[config.mk]
export PLATFORM = sky130hd
export DESIGN_NAME = fat_short_name_decoder
export DESIGN_NICKNAME = d
export VERILOG_FILES = /design/src/rtl/fsnd_pkg.sv /design/src/rtl/fsnd_fifo.sv /design/src/rtl/fsnd_front.sv /design/src/rtl/fsnd_back.sv /design/src/rtl/fat_short_name_decoder.sv
export SDC_FILE = /design/constraint.sdc
export NUM_CORES = 1
export LEC_CHECK = 0
export ABC_CLOCK_PERIOD_IN_PS = 7800
export BUFFER_PORTS_ARGS = -buffer_cell sky130_fd_sc_hd__clkbuf_2
export CAP_MARGIN = 20
export CELL_PAD_IN_SITES_DETAIL_PLACEMENT = 1
export CELL_PAD_IN_SITES_GLOBAL_PLACEMENT = 2
export CORE_UTILIZATION = 40
export CTS_BUF_LIST = sky130_fd_sc_hd__clkbuf_4
export CTS_CLUSTER_DIAMETER = 30
export DETAILED_ROUTE_END_ITERATION = 10
export PLACE_DENSITY = 0.85
export SYNTH_ARGS = -nofsm -noshare
export SYNTH_HDL_FRONTEND = slang
export SYNTH_SLANG_ARGS = --single-unit
[constraint.sdc]
create_clock -name clk -period 7.8 [get_ports clk]
set_input_delay 1.56 -clock clk [delete_from_list [all_inputs] [get_ports clk]]
set_output_delay 1.56 -clock clk [all_outputs]
set_load 0.05 [all_outputs]
[src/rtl/fsnd_pkg.sv]
`timescale 1ns / 1ps
// ----------------------------------------------------------------------------
// fsnd_pkg
// Shared constants, result beat type and byte mapping helpers for the
// short-name decoder.
// ----------------------------------------------------------------------------
package fsnd_pkg;

  localparam int BASE_LEN_DEF   = 8;
  localparam int EXT_LEN_DEF    = 3;
  localparam int JOB_DEPTH_DEF  = 2;
  localparam int OUT_DEPTH_DEF  = 2;

  localparam logic [7:0] PAD_BYTE      = 8'h20;
  localparam logic [7:0] DEL_MARK      = 8'hE5;
  localparam logic [7:0] STANDIN_BYTE  = 8'h05;
  localparam logic [7:0] PRINT_LO      = 8'h20;
  localparam logic [7:0] PRINT_HI      = 8'h7E;
  localparam logic [7:0] SLASH_CHAR    = 8'h2F;
  localparam logic [7:0] PCT_CHAR      = 8'h25;
  localparam logic [7:0] DOT_CHAR      = 8'h2E;
  localparam logic [7:0] UPPER_A       = 8'h41;
  localparam logic [7:0] UPPER_Z       = 8'h5A;
  localparam logic [7:0] CASE_OFFSET   = 8'h20;
  localparam logic [7:0] LOST_CHAR_RST = 8'h5F;

  localparam int LC_BASE_BIT = 3;
  localparam int LC_EXT_BIT  = 4;

  // escape sequence positions
  localparam logic [1:0] ESC_PCT = 2'd0;
  localparam logic [1:0] ESC_HI  = 2'd1;
  localparam logic [1:0] ESC_LO  = 2'd2;

  typedef struct packed {
    logic [7:0] byte_val;
    logic       has_byte;
    logic       last;
    logic       lossless;
  } out_item_t;

  typedef struct packed {
    logic       esc;
    logic [7:0] byte_val;
  } tok_t;

  function automatic logic [7:0] hex_digit(input logic [3:0] v);
    logic [7:0] r;
    if (v < 4'd10) begin
      r = 8'h30 + {4'd0, v};
    end else begin
      r = 8'h41 + {4'd0, v} - 8'd10;
    end
    return r;
  endfunction

  // escape flag plus the byte to emit (raw byte when escaped)
  function automatic tok_t map_byte(input logic [7:0] b, input logic lower);
    tok_t t;
    logic pass;
    pass = (b >= PRINT_LO) && (b <= PRINT_HI) && (b != SLASH_CHAR) && (b != PCT_CHAR);
    t.esc = !pass;
    t.byte_val = b;
    if (pass && lower && (b >= UPPER_A) && (b <= UPPER_Z)) begin
      t.byte_val = b + CASE_OFFSET;
    end
    return t;
  endfunction

endpackage

[src/rtl/fsnd_fifo.sv]
`timescale 1ns / 1ps
// ----------------------------------------------------------------------------
// fsnd_fifo
// Small synchronous queue with full/empty flags, used between the front and
// back ends and on the result side.
// ----------------------------------------------------------------------------
module fsnd_fifo #(
  parameter int WIDTH = 8,
  parameter int DEPTH = 2
) (
  input  logic             clk,
  input  logic             rst_n,
  input  logic             wr_en,
  input  logic [WIDTH-1:0] wr_data,
  output logic             full,
  input  logic             rd_en,
  output logic [WIDTH-1:0] rd_data,
  output logic             empty
);

  localparam int AW = (DEPTH > 1) ? $clog2(DEPTH) : 1;
  localparam int CW = $clog2(DEPTH + 1);

  logic [WIDTH-1:0] mem_r [DEPTH];
  logic [AW-1:0]    wr_ptr_r, wr_ptr_nxt;
  logic [AW-1:0]    rd_ptr_r, rd_ptr_nxt;
  logic [CW-1:0]    cnt_r, cnt_nxt;
  logic             do_wr, do_rd;

  assign full    = (cnt_r == CW'(DEPTH));
  assign empty   = (cnt_r == '0);
  assign do_wr   = wr_en && !full;
  assign do_rd   = rd_en && !empty;
  assign rd_data = mem_r[rd_ptr_r];

  always_comb begin
    wr_ptr_nxt = wr_ptr_r;
    rd_ptr_nxt = rd_ptr_r;
    cnt_nxt    = cnt_r;
    if (do_wr) begin
      wr_ptr_nxt = (wr_ptr_r == AW'(DEPTH - 1)) ? '0 : wr_ptr_r + 1'b1;
    end
    if (do_rd) begin
      rd_ptr_nxt = (rd_ptr_r == AW'(DEPTH - 1)) ? '0 : rd_ptr_r + 1'b1;
    end
    if (do_wr && !do_rd) begin
      cnt_nxt = cnt_r + 1'b1;
    end else if (do_rd && !do_wr) begin
      cnt_nxt = cnt_r - 1'b1;
    end
  end

  always_ff @(posedge clk) begin
    if (!rst_n) begin
      wr_ptr_r <= '0;
      rd_ptr_r <= '0;
      cnt_r    <= '0;
    end else begin
      wr_ptr_r <= wr_ptr_nxt;
      rd_ptr_r <= rd_ptr_nxt;
      cnt_r    <= cnt_nxt;
    end
  end

  always_ff @(posedge clk) begin
    if (do_wr) begin
      mem_r[wr_ptr_r] <= wr_data;
    end
  end

endmodule

[src/rtl/fsnd_front.sv]
`timescale 1ns / 1ps
// ----------------------------------------------------------------------------
// fsnd_front
// Classifies one directory name: trims padding, applies the deleted and
// stand-in rules, maps every byte to a token and flags escapes up front.
// ----------------------------------------------------------------------------
module fsnd_front
  import fsnd_pkg::*;
#(
  parameter int BASE_LEN = BASE_LEN_DEF,
  parameter int EXT_LEN  = EXT_LEN_DEF,
  parameter int NTOK     = BASE_LEN + EXT_LEN + 1
) (
  input  logic            clk,
  input  logic            rst_n,
  input  logic            cfg_we,
  input  logic [7:0]      cfg_data,
  input  logic [63:0]     base_bytes,
  input  logic [23:0]     ext_bytes,
  input  logic [7:0]      case_flags,
  input  logic            deleted,
  output tok_t [NTOK-1:0] job_tok,
  output logic [NTOK-1:0] job_mask,
  output logic            job_lossless
);

  logic [7:0]          lost_char_r;
  logic [7:0]          base_b [BASE_LEN];
  logic [7:0]          ext_b  [EXT_LEN];
  logic [BASE_LEN-1:0] bvld;
  logic [EXT_LEN-1:0]  evld;
  logic                lc_base, lc_ext;
  logic [7:0]          first_b;
  logic [NTOK-1:0]     esc_vec;

  always_ff @(posedge clk) begin
    if (!rst_n) begin
      lost_char_r <= LOST_CHAR_RST;
    end else if (cfg_we) begin
      lost_char_r <= cfg_data;
    end
  end

  assign lc_base = case_flags[LC_BASE_BIT];
  assign lc_ext  = case_flags[LC_EXT_BIT];

  always_comb begin
    for (int i = 0; i < BASE_LEN; i++) begin
      base_b[i] = base_bytes[8*i +: 8];
    end
    for (int i = 0; i < EXT_LEN; i++) begin
      ext_b[i] = ext_bytes[8*i +: 8];
    end
    // a byte is kept if it or any later byte of its half is not padding
    bvld[BASE_LEN-1] = (base_b[BASE_LEN-1] != PAD_BYTE);
    for (int i = BASE_LEN - 2; i >= 0; i--) begin
      bvld[i] = bvld[i+1] || (base_b[i] != PAD_BYTE);
    end
    evld[EXT_LEN-1] = (ext_b[EXT_LEN-1] != PAD_BYTE);
    for (int i = EXT_LEN - 2; i >= 0; i--) begin
      evld[i] = evld[i+1] || (ext_b[i] != PAD_BYTE);
    end
  end

  assign first_b = (base_b[0] == STANDIN_BYTE) ? DEL_MARK : base_b[0];

  always_comb begin
    for (int i = 0; i < BASE_LEN; i++) begin
      if (i == 0) begin
        if (deleted) begin
          job_tok[i].esc      = 1'b0;
          job_tok[i].byte_val = lost_char_r;
        end else begin
          job_tok[i] = map_byte(first_b, lc_base);
        end
      end else begin
        job_tok[i] = map_byte(base_b[i], lc_base);
      end
      job_mask[i] = bvld[i];
    end
    job_tok[BASE_LEN].esc      = 1'b0;
    job_tok[BASE_LEN].byte_val = DOT_CHAR;
    job_mask[BASE_LEN]         = evld[0];
    for (int i = 0; i < EXT_LEN; i++) begin
      job_tok[BASE_LEN+1+i] = map_byte(ext_b[i], lc_ext);
      job_mask[BASE_LEN+1+i] = evld[i];
    end
    for (int i = 0; i < NTOK; i++) begin
      esc_vec[i] = job_tok[i].esc;
    end
  end

  assign job_lossless = !(deleted && bvld[0]) && ((esc_vec & job_mask) == '0);

endmodule

[src/rtl/fsnd_back.sv]
`timescale 1ns / 1ps
// ----------------------------------------------------------------------------
// fsnd_back
// Walks the tokens of the oldest queued name and, unless item_full, emits
// one byte beat per cycle, expanding an escape to '%' and two hex digits.
// ----------------------------------------------------------------------------
module fsnd_back
  import fsnd_pkg::*;
#(
  parameter int NTOK = BASE_LEN_DEF + EXT_LEN_DEF + 1
) (
  input  logic            clk,
  input  logic            rst_n,
  input  logic            job_valid,
  input  tok_t [NTOK-1:0] job_tok,
  input  logic [NTOK-1:0] job_mask,
  input  logic            job_lossless,
  output logic            job_pop,
  input  logic            item_full,
  output logic            item_push,
  output out_item_t       item
);

  logic [NTOK-1:0] done_r, done_nxt;
  logic [1:0]      sub_r, sub_nxt;
  logic [NTOK-1:0] rem, cur_oh;
  logic            empty_job, tok_end, final_beat;
  tok_t            cur;

  assign rem       = job_mask & ~done_r;
  assign cur_oh    = rem & (~rem + 1'b1);
  assign empty_job = (job_mask == '0);

  always_comb begin
    cur = '0;
    for (int i = 0; i < NTOK; i++) begin
      if (cur_oh[i]) begin
        cur = job_tok[i];
      end
    end
  end

  assign tok_end    = !cur.esc || (sub_r == ESC_LO);
  assign final_beat = empty_job || (tok_end && ((rem & ~cur_oh) == '0));
  assign item_push  = job_valid && !item_full;
  assign job_pop    = item_push && final_beat;

  always_comb begin
    item.has_byte = !empty_job;
    item.last     = final_beat;
    item.lossless = final_beat && job_lossless;
    if (empty_job) begin
      item.byte_val = 8'h00;
    end else if (!cur.esc) begin
      item.byte_val = cur.byte_val;
    end else begin
      case (sub_r)
        ESC_PCT: item.byte_val = PCT_CHAR;
        ESC_HI:  item.byte_val = hex_digit(cur.byte_val[7:4]);
        default: item.byte_val = hex_digit(cur.byte_val[3:0]);
      endcase
    end
  end

  always_comb begin
    done_nxt = done_r;
    sub_nxt  = sub_r;
    if (item_push) begin
      if (final_beat) begin
        done_nxt = '0;
        sub_nxt  = ESC_PCT;
      end else if (tok_end) begin
        done_nxt = done_r | cur_oh;
        sub_nxt  = ESC_PCT;
      end else begin
        sub_nxt = sub_r + 1'b1;
      end
    end
  end

  always_ff @(posedge clk) begin
    if (!rst_n) begin
      done_r <= '0;
      sub_r  <= ESC_PCT;
    end else begin
      done_r <= done_nxt;
      sub_r  <= sub_nxt;
    end
  end

`ifndef SYNTHESIS
  a_sub_range: assert property (@(posedge clk) disable iff (!rst_n)
    sub_r != 2'd3)
    else $error("escape position out of range");

  a_sub_in_escape: assert property (@(posedge clk) disable iff (!rst_n)
    (sub_r != ESC_PCT) |-> (job_valid && cur.esc))
    else $error("mid-escape without an escaped token");

  a_pop_on_last: assert property (@(posedge clk) disable iff (!rst_n)
    job_pop |-> (item_push && item.last))
    else $error("name released without its last beat");

  a_done_cleared: assert property (@(posedge clk) disable iff (!rst_n)
    job_pop |=> (done_r == '0 && sub_r == ESC_PCT))
    else $error("token walk not restarted after a name");
`endif

endmodule

[src/rtl/fat_short_name_decoder.sv]
`timescale 1ns / 1ps
// ----------------------------------------------------------------------------
// fat_short_name_decoder
// Decodes an 8.3 directory short name into a stream of name bytes.
// ----------------------------------------------------------------------------
// The decoder emits one result beat per clock while the result queue has
// room; a name yields as many beats as it has output bytes (1 for a blank
// name, up to 34 when every byte is escaped; three per escaped byte, one per
// plain byte and one for the dot). The back-end token walker sets that rate:
// it drives one byte per cycle into the result queue unless that is full.
// A name queue between the classifier and the walker lets new names be
// taken while the previous one is still streaming, so names follow each
// other with no idle cycle; each beat is registered in the result queue.
module fat_short_name_decoder
  import fsnd_pkg::*;
#(
  parameter int BASE_LEN  = BASE_LEN_DEF,
  parameter int EXT_LEN   = EXT_LEN_DEF,
  parameter int JOB_DEPTH = JOB_DEPTH_DEF,
  parameter int OUT_DEPTH = OUT_DEPTH_DEF
) (
  input  logic        clk,
  input  logic        rst_n,
  input  logic        cfg_we,
  input  logic [7:0]  cfg_data,
  input  logic        push,
  output logic        full,
  input  logic [63:0] in_base_bytes,
  input  logic [23:0] in_ext_bytes,
  input  logic [7:0]  in_case_flags,
  input  logic        in_deleted,
  output logic        empty,
  input  logic        pop,
  output logic [7:0]  out_byte,
  output logic        out_has_byte,
  output logic        out_last,
  output logic        out_lossless
);

  localparam int NTOK = BASE_LEN + EXT_LEN + 1;
  localparam int JW   = NTOK * $bits(tok_t) + NTOK + 1;
  localparam int IW   = $bits(out_item_t);

  tok_t [NTOK-1:0] f_tok, b_tok;
  logic [NTOK-1:0] f_mask, b_mask;
  logic            f_lossless, b_lossless;
  logic [JW-1:0]   jq_wdata, jq_rdata;
  logic            jq_empty, job_pop;
  logic            item_push, item_full;
  out_item_t       item, out_item;

  fsnd_front #(
    .BASE_LEN (BASE_LEN),
    .EXT_LEN  (EXT_LEN),
    .NTOK     (NTOK)
  ) u_front (
    .clk          (clk),
    .rst_n        (rst_n),
    .cfg_we       (cfg_we),
    .cfg_data     (cfg_data),
    .base_bytes   (in_base_bytes),
    .ext_bytes    (in_ext_bytes),
    .case_flags   (in_case_flags),
    .deleted      (in_deleted),
    .job_tok      (f_tok),
    .job_mask     (f_mask),
    .job_lossless (f_lossless)
  );

  assign jq_wdata = {f_lossless, f_mask, f_tok};

  fsnd_fifo #(
    .WIDTH (JW),
    .DEPTH (JOB_DEPTH)
  ) u_job_q (
    .clk     (clk),
    .rst_n   (rst_n),
    .wr_en   (push),
    .wr_data (jq_wdata),
    .full    (full),
    .rd_en   (job_pop),
    .rd_data (jq_rdata),
    .empty   (jq_empty)
  );

  assign {b_lossless, b_mask, b_tok} = jq_rdata;

  fsnd_back #(
    .NTOK (NTOK)
  ) u_back (
    .clk          (clk),
    .rst_n        (rst_n),
    .job_valid    (!jq_empty),
    .job_tok      (b_tok),
    .job_mask     (b_mask),
    .job_lossless (b_lossless),
    .job_pop      (job_pop),
    .item_full    (item_full),
    .item_push    (item_push),
    .item         (item)
  );

  fsnd_fifo #(
    .WIDTH (IW),
    .DEPTH (OUT_DEPTH)
  ) u_out_q (
    .clk     (clk),
    .rst_n   (rst_n),
    .wr_en   (item_push),
    .wr_data (item),
    .full    (item_full),
    .rd_en   (pop),
    .rd_data (out_item),
    .empty   (empty)
  );

  assign out_byte     = out_item.byte_val;
  assign out_has_byte = out_item.has_byte;
  assign out_last     = out_item.last;
  assign out_lossless = out_item.lossless;

endmodule
==> run summary, run 1 <==
Worst-Skew Late Latency -> 710 ps
Least-Margin Pin Slew -> 1040 ps
Crit Path Class -> flop to flop
IO Port Bufs -> 116
CTS tree -> built
Avg Cell Area, Syn -> 12.3 sq um
Setup Skew -> 46.9 ps
CTS sink cnt -> 276
Vias -> 10000
Total power -> 3920 uW
Layout net count -> 1427
CTS Buffer Depth -> 3
Clock Tree Root -> clkbuf_4
Area leader, netlist -> edfxtp_1
Number of flops mapped to enable cells by yosys -> 244
Fin. Hold Viols -> 0
Layout cells sized above 1 -> 24.5%
CP Max Fanout -> 54
Initial core utilization -> 40.7%
Syn Inst Count -> 1114
Total GRT Usage -> 21.8%
Vias in the first global route -> 10600
Sequential fraction of the synthesis area -> 58.2%
Power Density -> 248 nW/um^2
Drt wl/cell -> 21.2 um
Ys flop type -> edfxtp_1
Worst path required time -> 8410 ps
Async SR Flop Fraction -> 0%
Crit share post-route -> 66.3%
Final ANT Viol Nets -> 0
Lkg Pwr -> 0.00564 uW
Initial antenna violation count -> 1
Status -> finished, final reports clean
Clk slew on worst S/H paths -> 60 ps
First-pass GRT wire length -> 59500 um
Starting DRT DRC Count -> 566
Die X -> 187 um
Hold Crit Class -> flop to flop
Synth Cell Area -> 13700 sq um
Peak supply drop -> 0.161 mV
Final WL -> 38200 um
Rows -> 67
Die area -> 35000 sq um
RSZ-0062 raised after global routing -> false
#FFs+latches synth -> 276
DRC viols -> 0
CP Capture Type -> flop
Vias/cell -> 5.58
Max-slew violations -> 0
Post-CTS Resized -> 0
Largest net degree at the start of global routing -> 68
Setup bufs post-CTS -> 0
Max_slew headroom -> 29.4%
Drt pass-1 iters -> 5
DP Wirelength -> 27400 um
Core Region -> 33600 sq um
I/O pin count -> 123
Total grt overflow -> 0
FILL cells -> 3659
Max-cap violations -> 0
Synth area leaders -> edfxtp_1, dfxtp_1, mux2i_1
WHS -> 487 ps
Synth-to-Final Area Change -> 15.6%
Tmin final -> 5170 ps
Worst endpoint data arrival time -> 5780 ps
Flop-to-flop setup slack -> 2630 ps
Top cell type's share of synthesized area -> 53.5%
Yosys cell types -> 92
Warnings from Yosys -> 0
Routability cong. -> 0.861
CP Launch Type -> flop
CTS H-tree depth -> 3
Final setup vio count -> 0
Syn_nets -> 1253
Cts hold-fix bufs -> 0
CTS buffer count -> 83
Setup TNS -> 0 ps
Die Span Y -> 187 um
Fmax -> 193 MHz
-- worst max-delay path, stage by stage (launching register included) --
cell,delay [ps]
dfxtp_4,760
buf_4,720
mux2i_1,510
or2_2,330
nand2_1,200
nor2_1,660
o211ai_1,380
and2_1,380
o2111ai_2,300
ha_1,320
or3_1,360
a21boi_0,160
-- cells in the mapped netlist (22+ instances only) --
cell        n
mux2_2     47
a21oi_1    46
dfxtp_1    32
a31oi_1    22
ha_1       29
inv_1      46
nor2_1     68
nand2_1    93
o21ai_0    40
mux2i_1    62
edfxtp_1  244
-- flip-flops by register name, summed over array words and instances, names as in the netlist, named ones only --
name / count
u_front.lost_char_r: 8
u_job_q.mem_r: 222
u_back.sub_r: 2
u_job_q.wr_ptr_r: 1
u_back.done_r: 12
u_out_q.wr_ptr_r: 1
u_out_q.rd_ptr_r: 1
u_job_q.cnt_r: 2
u_out_q.mem_r: 22
u_job_q.rd_ptr_r: 1
u_out_q.cnt_r: 2
-- cell usage in the layout, fill, tap and decap left out, types with 11 or more instances in the layout --
cell type / count
a211oi_1: 14
a21o_1: 13
a21oi_1: 46
a31oi_1: 22
and2_1: 15
clkbuf_2: 116
clkbuf_4: 106
clkinv_1: 24
dfxtp_1: 31
edfxtp_1: 244
ha_1: 29
inv_1: 46
mux2_2: 47
mux2i_1: 62
nand2_1: 93
nand3_1: 20
nand4_1: 12
nand4b_1: 11
nor2_1: 67
nor2b_1: 15
nor3_1: 20
nor4_1: 11
o21ai_0: 40
o22ai_1: 17
-- final timing paths --
path | from | end | cells past startpoint
worst min register to register | u_front.lost_char_r[6] | u_front.lost_char_r[6] | 2
worst min-delay path | u_front.lost_char_r[6] | u_front.lost_char_r[6] | 2
worst max register to register | flop | u_job_q.cnt_r[1] | 11
worst max-delay path | flop | u_job_q.cnt_r[1] | 11
-- layout make-up --
type | instances | area [sq um] | share of cell area, %
well taps | 448 | 561 | 3.54
clock inverters | 42 | 304 | 1.92
flip-flops and latches | 276 | 7970 | 50.4
repair buffers | 126 | 656 | 4.14
diodes | 1 | 2.50 | 0.0158
clock buffers | 106 | 796 | 5.03
inverters | 46 | 173 | 1.09
multi-input cells | 755 | 5360 | 33.9
-- per-stage QoR --
step	setup WS (ps)	instance area, sq um	utilization (%)	instances
final	2630	15800	47.1	1800
after global placement	2790	14700	43.8	1651
after floorplan	943	13700	-	1114
after detailed placement	2710	14700	43.8	1651
after global routing	2310	15800	47.1	1800
after CTS	2680	15800	47.1	1799
-- cells by family after synthesis --
| kind of cell | synth area share, % |
|---|---|
| compound gates | 13.1 |
| flops | 58.2 |
| buf+inv | 2.76 |
| simple gates | 13.6 |
| fa+ha+maj | 2.72 |
| xor+xnor | 1.15 |
| mux | 8.48 |
-- where the power goes --
group / switching [uW] / total [uW] / internal, uW
clock network: 635 / 1440 / 809
registers: 55.3 / 1820 / 1770
logic: 445 / 654 / 209
total: 1130 / 3920 / 2790
-- metal layers --
| metal | GRT usage, % | routed length (um) | up-vias |
|---|---|---|---|
| li1 | - | - | 4726 |
| met1 | 26.8 | 16300 | 4989 |
| met2 | 37.1 | 18900 | 251 |
| met3 | 4.58 | 1720 | 69 |
| met4 | 9.77 | 1230 | 0 |
| met5 | 0 | 0 | - |
(Power assumes the default switching activity.)
==> run 2: changes to the inputs <==
Settings changed: ABC_CLOCK_PERIOD_IN_PS 7800 to 5000.
Clock period 7.8 ns to 5 ns, I/O delays scaled along.
==> run 2 against run 1 <==
  * Wire length decreased by 1.4%
  * First-iteration DRC count increased by 1.9%
  * Combinational power increased by 56%
  * Register-to-register slack got worse by 1900 ps
  * Sequential power increased by 56%
  * Final cell count about the same
  * Sequential share of layout area decreased by 0.092 points
  * Highest routed layer unchanged
==> run summary, run 2 (synthesis gave the netlist of run 1 again) <==
FILL cells -> 3599 (-1.6%)
DRC viols -> 0 (unchanged)
Routability cong. -> 0.878 (+1.9%)
CTS tree -> built
CP Capture Type -> flop
Hold Crit Class -> flop to flop
Seq pwr share -> 47.3% (+0.8 points)
Max_slew headroom -> 33.5% (+4.2 points)
Initial core utilization -> 40.7% (unchanged)
Largest Register -> u_job_q.mem_r
Least-Margin Pin Slew -> 995 ps (-49.8 ps)
Critical-path cell list -> buf_4, mux2_1, a222oi_1, and2_1, a22o_1, a41oi_1, o21ai_1, a21oi_1, xor2_1, a211oi_1
Final instance area -> 15900 sq um (+0.18%)
Commonest non-fill, non-tap cell in the layout -> edfxtp_1
Worst path required time -> 5450 ps (-2960 ps)
Rows -> 67 (unchanged)
Vias/cell -> 5.59 (+0.26%)
CP Max Fanout -> 30 (-44%)
Worst endpoint data arrival time -> 4690 ps (-1090 ps)
Largest net degree at the start of global routing -> 61 (-10%)
Crit share post-route -> 84.7% (+18 points)
Fin. Hold Viols -> 0 (unchanged)
First-pass GRT wire length -> 58500 um (-1.6%)
Dpl ws -> 777 ps (-1940 ps)
DP Wirelength -> 27100 um (-1.1%)
Final Worst Setup Slack -> 763 ps (-1870 ps)
Layout net count -> 1434 (+0.49%)
CTS H-tree depth -> 3 (unchanged)
Drt pass-1 iters -> 7 (+2)
Starting DRT DRC Count -> 577 (+1.9%)
Total grt overflow -> 0 (unchanged)
Die Span Y -> 187 um (unchanged)
Total power -> 6000 uW (+53%)
Core Region -> 33600 sq um (unchanged)
CTS sink cnt -> 276 (unchanged)
Tmin final -> 4240 ps (-934 ps)
Max-slew violations -> 0 (unchanged)
Cell-internal power -> 4260 uW (+53%)
Status -> finished, final reports clean
Final WL -> 37600 um (-1.4%)
Fmax -> 236 MHz (+22%)
Worst-Skew Late Latency -> 720 ps (about the same)
Layout cells sized above 1 -> 24.7% (+0.20 points)
I/O pin count -> 123 (unchanged)
Slowest cell on crit path -> o21ai_1
Clock power frac -> 35.6% (-1.2 points)
Cts hold-fix bufs -> 0 (unchanged)
Sw Pwr -> 1740 uW (+53%)
Commonest non-fill, non-tap cells in the layout -> edfxtp_1, clkbuf_2, clkbuf_4
Lkg Pwr -> 0.00566 uW (+0.34%)
Initial antenna violation count -> 2 (+1)
Crit Path Class -> flop to flop
Setup bufs post-CTS -> 0 (unchanged)
Post-CTS Resized -> 0 (unchanged)
Vias -> 10100 (+0.32%)
Setup Skew -> 56.0 ps (+9.18 ps)
WHS -> 499 ps (+11.6 ps)
Peak supply drop -> 0.233 mV (+44%)
Clock Tree Root -> clkbuf_4
IO Port Bufs -> 116 (unchanged)
RSZ-0062 raised after global routing -> false
Total GRT Usage -> 21.5% (-0.30 points)
CP Launch Type -> flop
Drt wl/cell -> 20.9 um (-1.5%)
Die area -> 35000 sq um (unchanged)
CTS Buffer Depth -> 3 (unchanged)
Comb pwr share -> 17.0% (+0.3 points)
CTS buffer count -> 78 (-6.0%)
Power Density -> 378 nW/um^2 (+53%)
Switching Share -> 29.0% (+0.043 points)
Final setup vio count -> 0 (unchanged)
Final ANT Viol Nets -> 0 (unchanged)
Max-cap violations -> 0 (unchanged)
Synth-to-Final Area Change -> 15.8%
Die X -> 187 um (unchanged)
Clk slew on worst S/H paths -> 80 ps (+20 ps)
Largest registers -> u_job_q.mem_r (222), u_out_q.mem_r (22), u_back.done_r (12)
Placement Cell Area -> 14800 sq um (+0.78%)
Setup TNS -> 0 ps (unchanged)
Vias in the first global route -> 10500 (-0.36%)
Slowest stage delay, CP -> 690 ps (-70 ps)
Largest register FFs -> 222 (unchanged)
run 2: changes by cell type in the layout (fill, tap and decap cells not counted), sizes merged:
cell	previous run	this run
clkinvlp	1	0
bufinv	5	4
buf	10	22
inv	49	48
clkinv	33	28
clkbuf	222	219
run 2: final cells by class:
type                    count  area [sq um]  area share (%)
repair buffers            138           771            4.86
clock inverters            34           240            1.52
well taps                 448           561            3.54
diodes                      1          2.50          0.0158
clock buffers             103           773            4.88
inverters                  46           173            1.09
multi-input cells         755          5360            33.8
flip-flops and latches    276          7970            50.3
run 2: worst paths after layout:
path                          startpoint                     end  slack (ps)  cells after the start
setup reg to reg                    flop     u_out_q.mem_r[1][3]         760                     10
hold / removal    u_front.lost_char_r[0]  u_front.lost_char_r[0]         500                      2
setup / recovery                    flop     u_out_q.mem_r[1][3]         760                     10
hold reg to reg   u_front.lost_char_r[0]  u_front.lost_char_r[0]         500                      2
run 2: worst max-delay path: cells and delay by family, from the launching register on:
kind	cells	cell delay (ps)
buffers and inverters	1	360
AOI/OAI and AO/OA	6	2020
and+or+nand+nor	1	400
DFF	1	630
xor gates and xnor gates	1	190
muxes	1	360
run 2: stage by stage:
step                util, %  std cells
detailed placement     44.1       1663
floorplan                 -       1114
global placement       44.1       1663
finish                 47.2       1801
CTS                    47.1       1800
global route           47.2       1801
run 2: power groups by stage:
stage / Sequential (uW) / Clock [uW] / Combinational, uW
final: 2840 / 2140 / 1020
after global routing: 2860 / 2300 / 1100
after CTS: 2840 / 2200 / 1030
after detailed placement: 2890 / 0 / 1020
after global placement: 2880 / 0 / 985
after floorplan: 2860 / 0 / 681
run 2: layer usage:
metal / GRT usage [%] / up-vias / share of wire (%)
met5: 0 / - / 0
met4: 8.17 / 0 / 2.5
met3: 4.84 / 68 / 5.8
met2: 36.4 / 295 / 50
met1: 26.9 / 4966 / 42
li1: - / 4738 / -
==> run 3: changes to the inputs <==
Settings changed: ABC_CLOCK_PERIOD_IN_PS 5000 to 4150.
Clock period 5 ns to 4.15 ns, I/O delays scaled along.
==> run 3 against run 2 <==
  * Final area rose by 0.36%
  * Critical endpoint is now u_out_q.mem_r[0][5]
  * Wire length rose by 1.9%
  * Count of clock-buffer cells in the layout rose by 4
  * Highest routed layer unchanged
  * Clock skew rose by 3.6 ps
  * Die area did not move
  * Fmax rose by 9.7%
  * Combinational power rose by 24%
==> run summary, run 3 (synthesis gave the netlist of run 1 again) <==
Crit path buffers/inverters -> 3 (+2)
Synth-to-Final Area Change -> 16.2%
Routability cong. -> 0.869 (-0.99%)
CP top delay family -> compound AO/OA/AOI/OAI gates
I/O pin count -> 123 (unchanged)
Critical-path cell list -> mux2i_1, nor2_1, and3_1, a2111oi_1, buf_4, o21ai_0, a221oi_2, buf_4, ha_1, inv_1, o21a_1, o32a_1
DP Wirelength -> 27800 um (+2.5%)
Fin. Hold Viols -> 0 (unchanged)
IO Port Bufs -> 116 (unchanged)
Largest register FFs -> 222 (unchanged)
CTS sink cnt -> 276 (unchanged)
Die X -> 187 um (unchanged)
Starting DRT DRC Count -> 610 (+5.7%)
Least-Margin Pin Slew -> 988 ps (-6.40 ps)
CTS H-tree depth -> 3 (unchanged)
Fmax -> 259 MHz (+9.7%)
CP Capture Type -> flop
Die area -> 35000 sq um (unchanged)
Layout cells sized above 1 -> 25.8% (+1.1 points)
Rows -> 67 (unchanged)
Largest net degree at the start of global routing -> 62 (+1.6%)
Worst endpoint data arrival time -> 4280 ps (-410 ps)
Layout net count -> 1447 (+0.91%)
Hold Crit Class -> input port to flop
CP dominant cell by count -> buf_4
FILL cells -> 3623 (+0.67%)
Drt wl/cell -> 21.2 um (+1.3%)
Max-slew violations -> 0 (unchanged)
Largest Register -> u_job_q.mem_r
First-pass GRT wire length -> 59000 um (+0.87%)
Setup Skew -> 59.7 ps (+3.63 ps)
Total grt overflow -> 0 (unchanged)
Vias -> 10100 (+0.77%)
CP Launch Type -> flop
DRC viols -> 0 (unchanged)
Vias in the first global route -> 10600 (+0.65%)
Slowest stage delay, CP -> 550 ps (-140 ps)
Status -> finished, final reports clean
Slowest cell on crit path -> a2111oi_1
Worst-Skew Late Latency -> 730 ps (about the same)
Crit share post-route -> 93.1% (+8.3 points)
Commonest non-fill, non-tap cell in the layout -> edfxtp_1
Die Span Y -> 187 um (unchanged)
Total power -> 7080 uW (+18%)
Final setup vio count -> 0 (unchanged)
Tmin final -> 3860 ps (-375 ps)
Lkg Pwr -> 0.00571 uW (+0.81%)
Final ANT Viol Nets -> 0 (unchanged)
CTS buffer count -> 78 (unchanged)
Crit Path Class -> flop to flop
Setup TNS -> 0 ps (unchanged)
Largest registers -> u_job_q.mem_r (222), u_out_q.mem_r (22), u_back.done_r (12)
Final WL -> 38300 um (+1.9%)
CTS tree -> built
Core Region -> 33600 sq um (unchanged)
Total GRT Usage -> 21.8% (+0.25 points)
Drt pass-1 iters -> 5 (-2)
RSZ-0062 raised after global routing -> false
Initial core utilization -> 40.7% (unchanged)
Peak supply drop -> 0.290 mV (+25%)
Worst path required time -> 4570 ps (-880 ps)
Power Density -> 445 nW/um^2 (+18%)
Max_slew headroom -> 34.0% (+0.43 points)
Clk slew on worst S/H paths -> 60 ps (-20 ps)
CTS Buffer Depth -> 3 (unchanged)
Clock Tree Root -> clkbuf_4
Vias/cell -> 5.60 (+0.16%)
Max-cap violations -> 0 (unchanged)
CP Max Fanout -> 15 (-50%)
Commonest non-fill, non-tap cells in the layout -> edfxtp_1, clkbuf_2, clkbuf_4
Cts hold-fix bufs -> 0 (unchanged)
Initial antenna violation count -> 1 (-1)
run 3: cell count changes in the layout (fill, tap and decap cells not counted), sizes merged:
cell	delta
bufinv	-3
clkbuf	+4
buf	+13
clkinv	-4
clkinvlp	+1
diode	+1
inv	-1
run 3: final timing paths:
kind / startpoint / to / slack (ps) / depth (start not counted)
min: cfg_data[3] / u_front.lost_char_r[3] / 340 / 3
min reg2reg: u_front.lost_char_r[0] / u_front.lost_char_r[0] / 500 / 2
max reg2reg: flop / u_out_q.mem_r[0][5] / 290 / 12
max: flop / u_out_q.mem_r[0][5] / 290 / 12
run 3: tightest hold or removal path: stages:
cell and delay (ps):
clkbuf_2 80, mux2i_1 60, nand2_1 60
run 3: report_power, final:
part           switching (uW)  internal [uW]  total [uW]
Combinational             838            420        1260
Clock                    1140           1260        2400
Sequential                103           3320        3420
run 3: routing by layer:
layer	vias to the layer above	GRT usage (%)	part of all wire, %
li1	4767	-	-
met1	5027	27.1	43
met2	279	37.3	50
met3	72	4.05	4.6
met4	0	8.92	2.9
met5	-	0	0
run 3: layout make-up:
| type | count | area, sq um | share of cell area [%] |
|---|---|---|---|
| antenna | 2 | 5.00 | 0.0315 |
| clock buffer | 107 | 803 | 5.05 |
| clock inverter | 27 | 141 | 0.889 |
| inverter | 46 | 173 | 1.09 |
| multi-input combinational | 755 | 5370 | 33.7 |
| sequential | 276 | 7970 | 50.1 |
| tap | 448 | 561 | 3.52 |
| timing repair buffer | 151 | 888 | 5.58 |
run 3: per-stage QoR:
step | worst slack (ps) | cells | instance area, sq um | hold WS (ps) | utilization (%)
after floorplan | 223 | 1114 | 13700 | 436 | -
final | 288 | 1812 | 15900 | 338 | 47.3
after CTS | 128 | 1809 | 15900 | 291 | 47.2
after global routing | 84.1 | 1811 | 15900 | 314 | 47.3
after global placement | 216 | 1675 | 14900 | 469 | 44.4
after detailed placement | 152 | 1675 | 14900 | 482 | 44.4
run 3: repair_timing:
item,in CTS,in global routing
endpoints found under the setup margin,0,9
buffers inserted,0,1
resized for setup,0,3
